$ cat src/sv/bb3_pkg.sv
// shared constants, types and tables of the 3x3 box blur
package bb3_pkg;

   localparam int MAX_WIDTH  = 1024;
   localparam int MAX_HEIGHT = 1024;

   localparam int SIZE_W   = 11;
   localparam int COL_W    = $clog2(MAX_WIDTH);
   localparam int OROW_W   = $clog2(MAX_HEIGHT);
   localparam int IROW_W   = $clog2(MAX_HEIGHT + 2);
   localparam int PIX_W    = 24;
   localparam int CH_W     = 8;
   localparam int NUM_CH   = 3;
   localparam int SUM_W    = 12;
   localparam int NUM_W    = 13;
   localparam int CNT_W    = 4;
   localparam int DIV_W    = CNT_W + 1;
   localparam int RECIP_W  = 16;
   localparam int PROD_W   = NUM_W + RECIP_W;
   localparam int QD_W     = CH_W + DIV_W;

   localparam logic [SIZE_W-1:0] WIDTH_RESET  = SIZE_W'(640);
   localparam logic [SIZE_W-1:0] HEIGHT_RESET = SIZE_W'(480);

   localparam logic OP_PIXEL = 1'b0;
   localparam logic OP_FLUSH = 1'b1;

   localparam logic CSR_IMAGE_WIDTH  = 1'b0;
   localparam logic CSR_IMAGE_HEIGHT = 1'b1;

   typedef struct packed {
      logic accept;
      logic step;
      logic mul;
      logic load;
   } cmd_type;

   typedef struct packed {
      logic skip;
      logic emit;
      logic out_free;
   } status_type;

   // floor(2^16 / (2*count)) for the neighbor counts that can occur
   function automatic logic [RECIP_W-1:0] recip(input logic [CNT_W-1:0] cnt);
      logic [RECIP_W-1:0] r;
      case (cnt)
         4'd1:    r = 16'd32768;
         4'd2:    r = 16'd16384;
         4'd3:    r = 16'd10922;
         4'd4:    r = 16'd8192;
         4'd5:    r = 16'd6553;
         4'd6:    r = 16'd5461;
         4'd7:    r = 16'd4681;
         4'd8:    r = 16'd4096;
         4'd9:    r = 16'd3640;
         default: r = '0;
      endcase
      return r;
   endfunction

endpackage

$ cat src/sv/bb3_ctrl.sv
// controller state machine of the 3x3 box blur
module bb3_ctrl (
   input  logic               clock,
   input  logic               reset,
   input  logic               req_valid,
   output logic               req_ready,
   input  bb3_pkg::status_type status,
   output bb3_pkg::cmd_type    cmd
);
   import bb3_pkg::*;

   localparam logic [1:0] ST_IDLE = 2'd0;
   localparam logic [1:0] ST_SUM  = 2'd1;
   localparam logic [1:0] ST_MUL  = 2'd2;
   localparam logic [1:0] ST_FIX  = 2'd3;

   logic [1:0] state_ff;
   logic [1:0] state_in;

   always_comb begin
      state_in = state_ff;
      cmd      = '0;
      unique case (state_ff)
         ST_IDLE: begin
            if (req_valid) begin
               cmd.accept = 1'b1;
               if (!status.skip) begin
                  state_in = ST_SUM;
               end
            end
         end
         ST_SUM: begin
            cmd.step = 1'b1;
            state_in = status.emit ? ST_MUL : ST_IDLE;
         end
         ST_MUL: begin
            cmd.mul  = 1'b1;
            state_in = ST_FIX;
         end
         ST_FIX: begin
            if (status.out_free) begin
               cmd.load = 1'b1;
               state_in = ST_IDLE;
            end
         end
         default: state_in = ST_IDLE;
      endcase
   end

   always_ff @(posedge clock) begin
      if (reset) begin
         state_ff <= ST_IDLE;
      end else begin
         state_ff <= state_in;
      end
   end

   assign req_ready = (state_ff == ST_IDLE);

endmodule

$ cat config.mk
export PLATFORM = sky130hd
export DESIGN_NAME = bb3_ctrl
export DESIGN_NICKNAME = d
export VERILOG_FILES = /design/src/sv/bb3_pkg.sv /design/src/sv/bb3_ctrl.sv
export SDC_FILE = /design/constraint.sdc
export NUM_CORES = 1
export LEC_CHECK = 0
export ABC_AREA = 1
export BUFFER_PORTS_ARGS = -buffer_cell sky130_fd_sc_hd__buf_2
export CORE_AREA = 2 2 39 41
export DETAILED_ROUTE_END_ITERATION = 10
export DIE_AREA = 0 0 41 43
export SLEW_MARGIN = 20
export SYNTH_ARGS = -nofsm -noshare
export SYNTH_HDL_FRONTEND = slang
export SYNTH_SLANG_ARGS = --single-unit
$ cat constraint.sdc
create_clock -name clock -period 0.9 [get_ports clock]
set_clock_uncertainty 0.15 [all_clocks]
set_input_delay 0.18 -clock clock [delete_from_list [all_inputs] [get_ports clock]]
set_output_delay 0.18 -clock clock [all_outputs]
set_load 0.01 [all_outputs]
==> results.sh <==
export IMPL_worst_r2r_startpoint="state_ff[0]"
export IMPL_critPathArrivalTime_ps=870
export IMPL_gr_total_overflow=0
export IMPL_power_density_nw_per_um2=1370
export IMPL_path_clk_slew_ps=30
export IMPL_final_cell_mix="buf_2, nor2_1, inv_1, clkbuf_4"
export IMPL_final_common_cell="buf_2"
export IMPL_row_count=14
export IMPL_wl_um=386
export IMPL_syn_to_final_growth_pct=127
export IMPL_reg2reg_to="state_ff[0]"
export IMPL_p_total_mw=0.382
export IMPL_synthAdderAreaFrac_pct=0
export IMPL_antenna_found_initial=0
export IMPL_cts_tree="built"
export IMPL_hold_violations=2
export IMPL_min_delay_start="reset"
export IMPL_drtIter0Drc=0
export IMPL_synth_seq_cells=2
export IMPL_min_to="state_ff[0]"
export IMPL_viasPerCell=3.25
export IMPL_post_route_drc_count=0
export IMPL_synth_simple_gate_area_share_pct=37.8
export IMPL_grt_use_total_pct=6.61
export IMPL_rsz0062_at_grt="yes"
export IMPL_layout_drive_gt1_share_pct=80.0
export IMPL_pwr_share_comb_pct=21.4
export IMPL_port_buffers=10
export IMPL_cp_top_family="flip-flops"
export IMPL_gp_routability_congestion=0.573
export IMPL_n_antenna_cell=0
export IMPL_syn_area_um2=123
export IMPL_grt_max_degree=5
export IMPL_max_cap_violations=0
export IMPL_crit_chain="inv_4, nand2_4, nor2_2, buf_2"
export IMPL_relSlewSlack_pct=93.6
export IMPL_synth_top_family_by_area="simple AND/OR/NAND/NOR gates"
export IMPL_die_x_um=41
export IMPL_vdd_drop_max_v=0.000224
export IMPL_failed_checks="negative hold slack, negative setup slack"
export IMPL_clockRootBuffer="clkbuf_4"
export IMPL_cp_data_required_time_ps=570
export IMPL_cp_end_kind="output port"
export IMPL_ys_types=9
export IMPL_setup_viol=7
export IMPL_yosysWarnings=0
export IMPL_tightest_slew_ps=96.2
export IMPL_numCtsBuffers=3
export IMPL_leakage_nw=0.141
export IMPL_die_area_um2=1760
export IMPL_slowest_stage="dfxtp_4"
export IMPL_hpwlAfterDp_um=295
export IMPL_clkLatencyLatePin_ps=220
export IMPL_p_clk_share_pct=52.4
export IMPL_hold_path_depth=2
export IMPL_hp_class="input pin to flip-flop"
export IMPL_ios=11
export IMPL_htreeDepth=1
export IMPL_critPathMaxFanout=4
export IMPL_dp_cells=47
export IMPL_switching_share_pct=25.8
export IMPL_synth_compound_area_share_pct=14.3
export IMPL_wl_per_cell_um=7.57
export IMPL_avgSynthCellArea_um2=6.81
export IMPL_r2r_cells=5
export IMPL_design_area_um2=278
export IMPL_grt_pass1_wl_um=676
export IMPL_syn_num_nets=24
export IMPL_p_int_mw=0.283
export IMPL_fmax_mhz=834
export IMPL_crit_buf_inv=2
export IMPL_final_min_clock_period_ps=1200
export IMPL_crit_path_start_kind="flip-flop"
export IMPL_dpl_worst_slack_ps=-103
export IMPL_min_period_over_period_pct=133
export IMPL_cpPeakStageDelay_ps=350
export IMPL_muxShareOfSynthArea_pct=0
export IMPL_detail_route_antenna_nets=0
export IMPL_critical_path_class="flip-flop to output port"
export IMPL_r2r_slack_ps=-80
export IMPL_status="complete, but fails checks"
export IMPL_instances_no_fill=51
export IMPL_dpl_cell_area_um2=221
export IMPL_core_area_um2=1380
export IMPL_die_h_um=43
export IMPL_vias=166
export IMPL_syn_inst=18
export IMPL_start_util_pct=8.86
export IMPL_path_depth=4
export IMPL_synth_seq_area_share_pct=32.7
export IMPL_cts_path_max_buffers=2
export IMPL_fin_ws_ps=-299
export IMPL_grt_pass1_vias=177
export IMPL_slew_violations=0
export IMPL_layout_nets=43
export IMPL_hold_slack_ps=-10.1
export IMPL_power_switching_mw=0.0984
export IMPL_synth_xor_area_share_pct=0
export IMPL_cts_sinks=2
export IMPL_firstDrtPassIters=1
export IMPL_p_seq_share_pct=26.2
==> per-layer routing <==
metal	share of wire [%]	global-route usage [%]	vias to the layer above	wire length, um
met5	0	0	-	0
met4	0	8.00	0	0
met3	9.8	4.71	0	38
met2	52	9.38	8	200
met1	38	4.79	70	147
li1	-	-	88	-
==> power by group through the flow <==
stage | clock, mW | combinational (mW) | sequential [mW]
2_1_floorplan | 0 | 0.0339 | 0.100
3_3_place_gp | 0 | 0.0687 | 0.101
3_5_place_dp | 0 | 0.0703 | 0.101
4_1_cts | 0.216 | 0.0763 | 0.0995
5_1_grt | 0.224 | 0.0938 | 0.101
6_report | 0.200 | 0.0815 | 0.100
==> cells in the mapped netlist <==
library cell / count / area [um2]
inv_1: 4 / 15.0
nor2_1: 4 / 15.0
dfxtp_1: 2 / 40.0
nand3_2: 1 / 10.0
a21oi_2: 2 / 17.5
nand2_1: 1 / 3.75
nand3_1: 1 / 5.00
inv_2: 1 / 3.75
nand2_2: 2 / 12.5
==> metrics by stage <==
step / TNS, ps / utilization, %
CTS: -1550 / 19.0
floorplan: -40.5 / -
finish: -1510 / 20.1
global route: -1950 / 20.1
global placement: -385 / 16.0
detailed placement: -415 / 16.0
==> cell families after synthesis <==
group / after synthesis
simple gates: 9
flops: 2
compound gates: 2
buf+inv: 5
==> worst reg2reg max path, stage by stage (launching register included) <==
cell	delay, ps
dfxtp_4	360
inv_4	40
buf_4	120
buf_6	100
nand3_2	50
a21oi_2	40
==> final cells by class <==
class / instances / area (um2)
clock buffer: 3 / 22.5
fill: 157 / 1110
inverter: 5 / 23.8
multi-input combinational: 11 / 78.8
sequential: 2 / 45.0
tap: 16 / 20.0
timing repair buffer: 14 / 87.6
==> repair_timing <==
| action | CTS | global route |
|---|---|---|
| pin swaps | 5 | 2 |
| cloned | 0 | 0 |
| buffers inserted | 1 | 1 |
| endpoints found under the hold margin | 2 | 2 |
| endpoints found under the setup margin | 7 | 7 |
| resized for setup | 6 | 2 |
==> worst max path at each step <==
stage                      startpoint     end  slack (ps)
after CTS                 state_ff[0]  cmd[3]        -330
final                     state_ff[0]  cmd[3]        -300
after floorplan             flip-flop  cmd[0]         -20
after global placement      flip-flop  cmd[3]        -100
after global routing      state_ff[0]  cmd[3]        -370
after detailed placement    flip-flop  cmd[3]        -100
No activity file was read; power rests on OpenSTA's default activity.
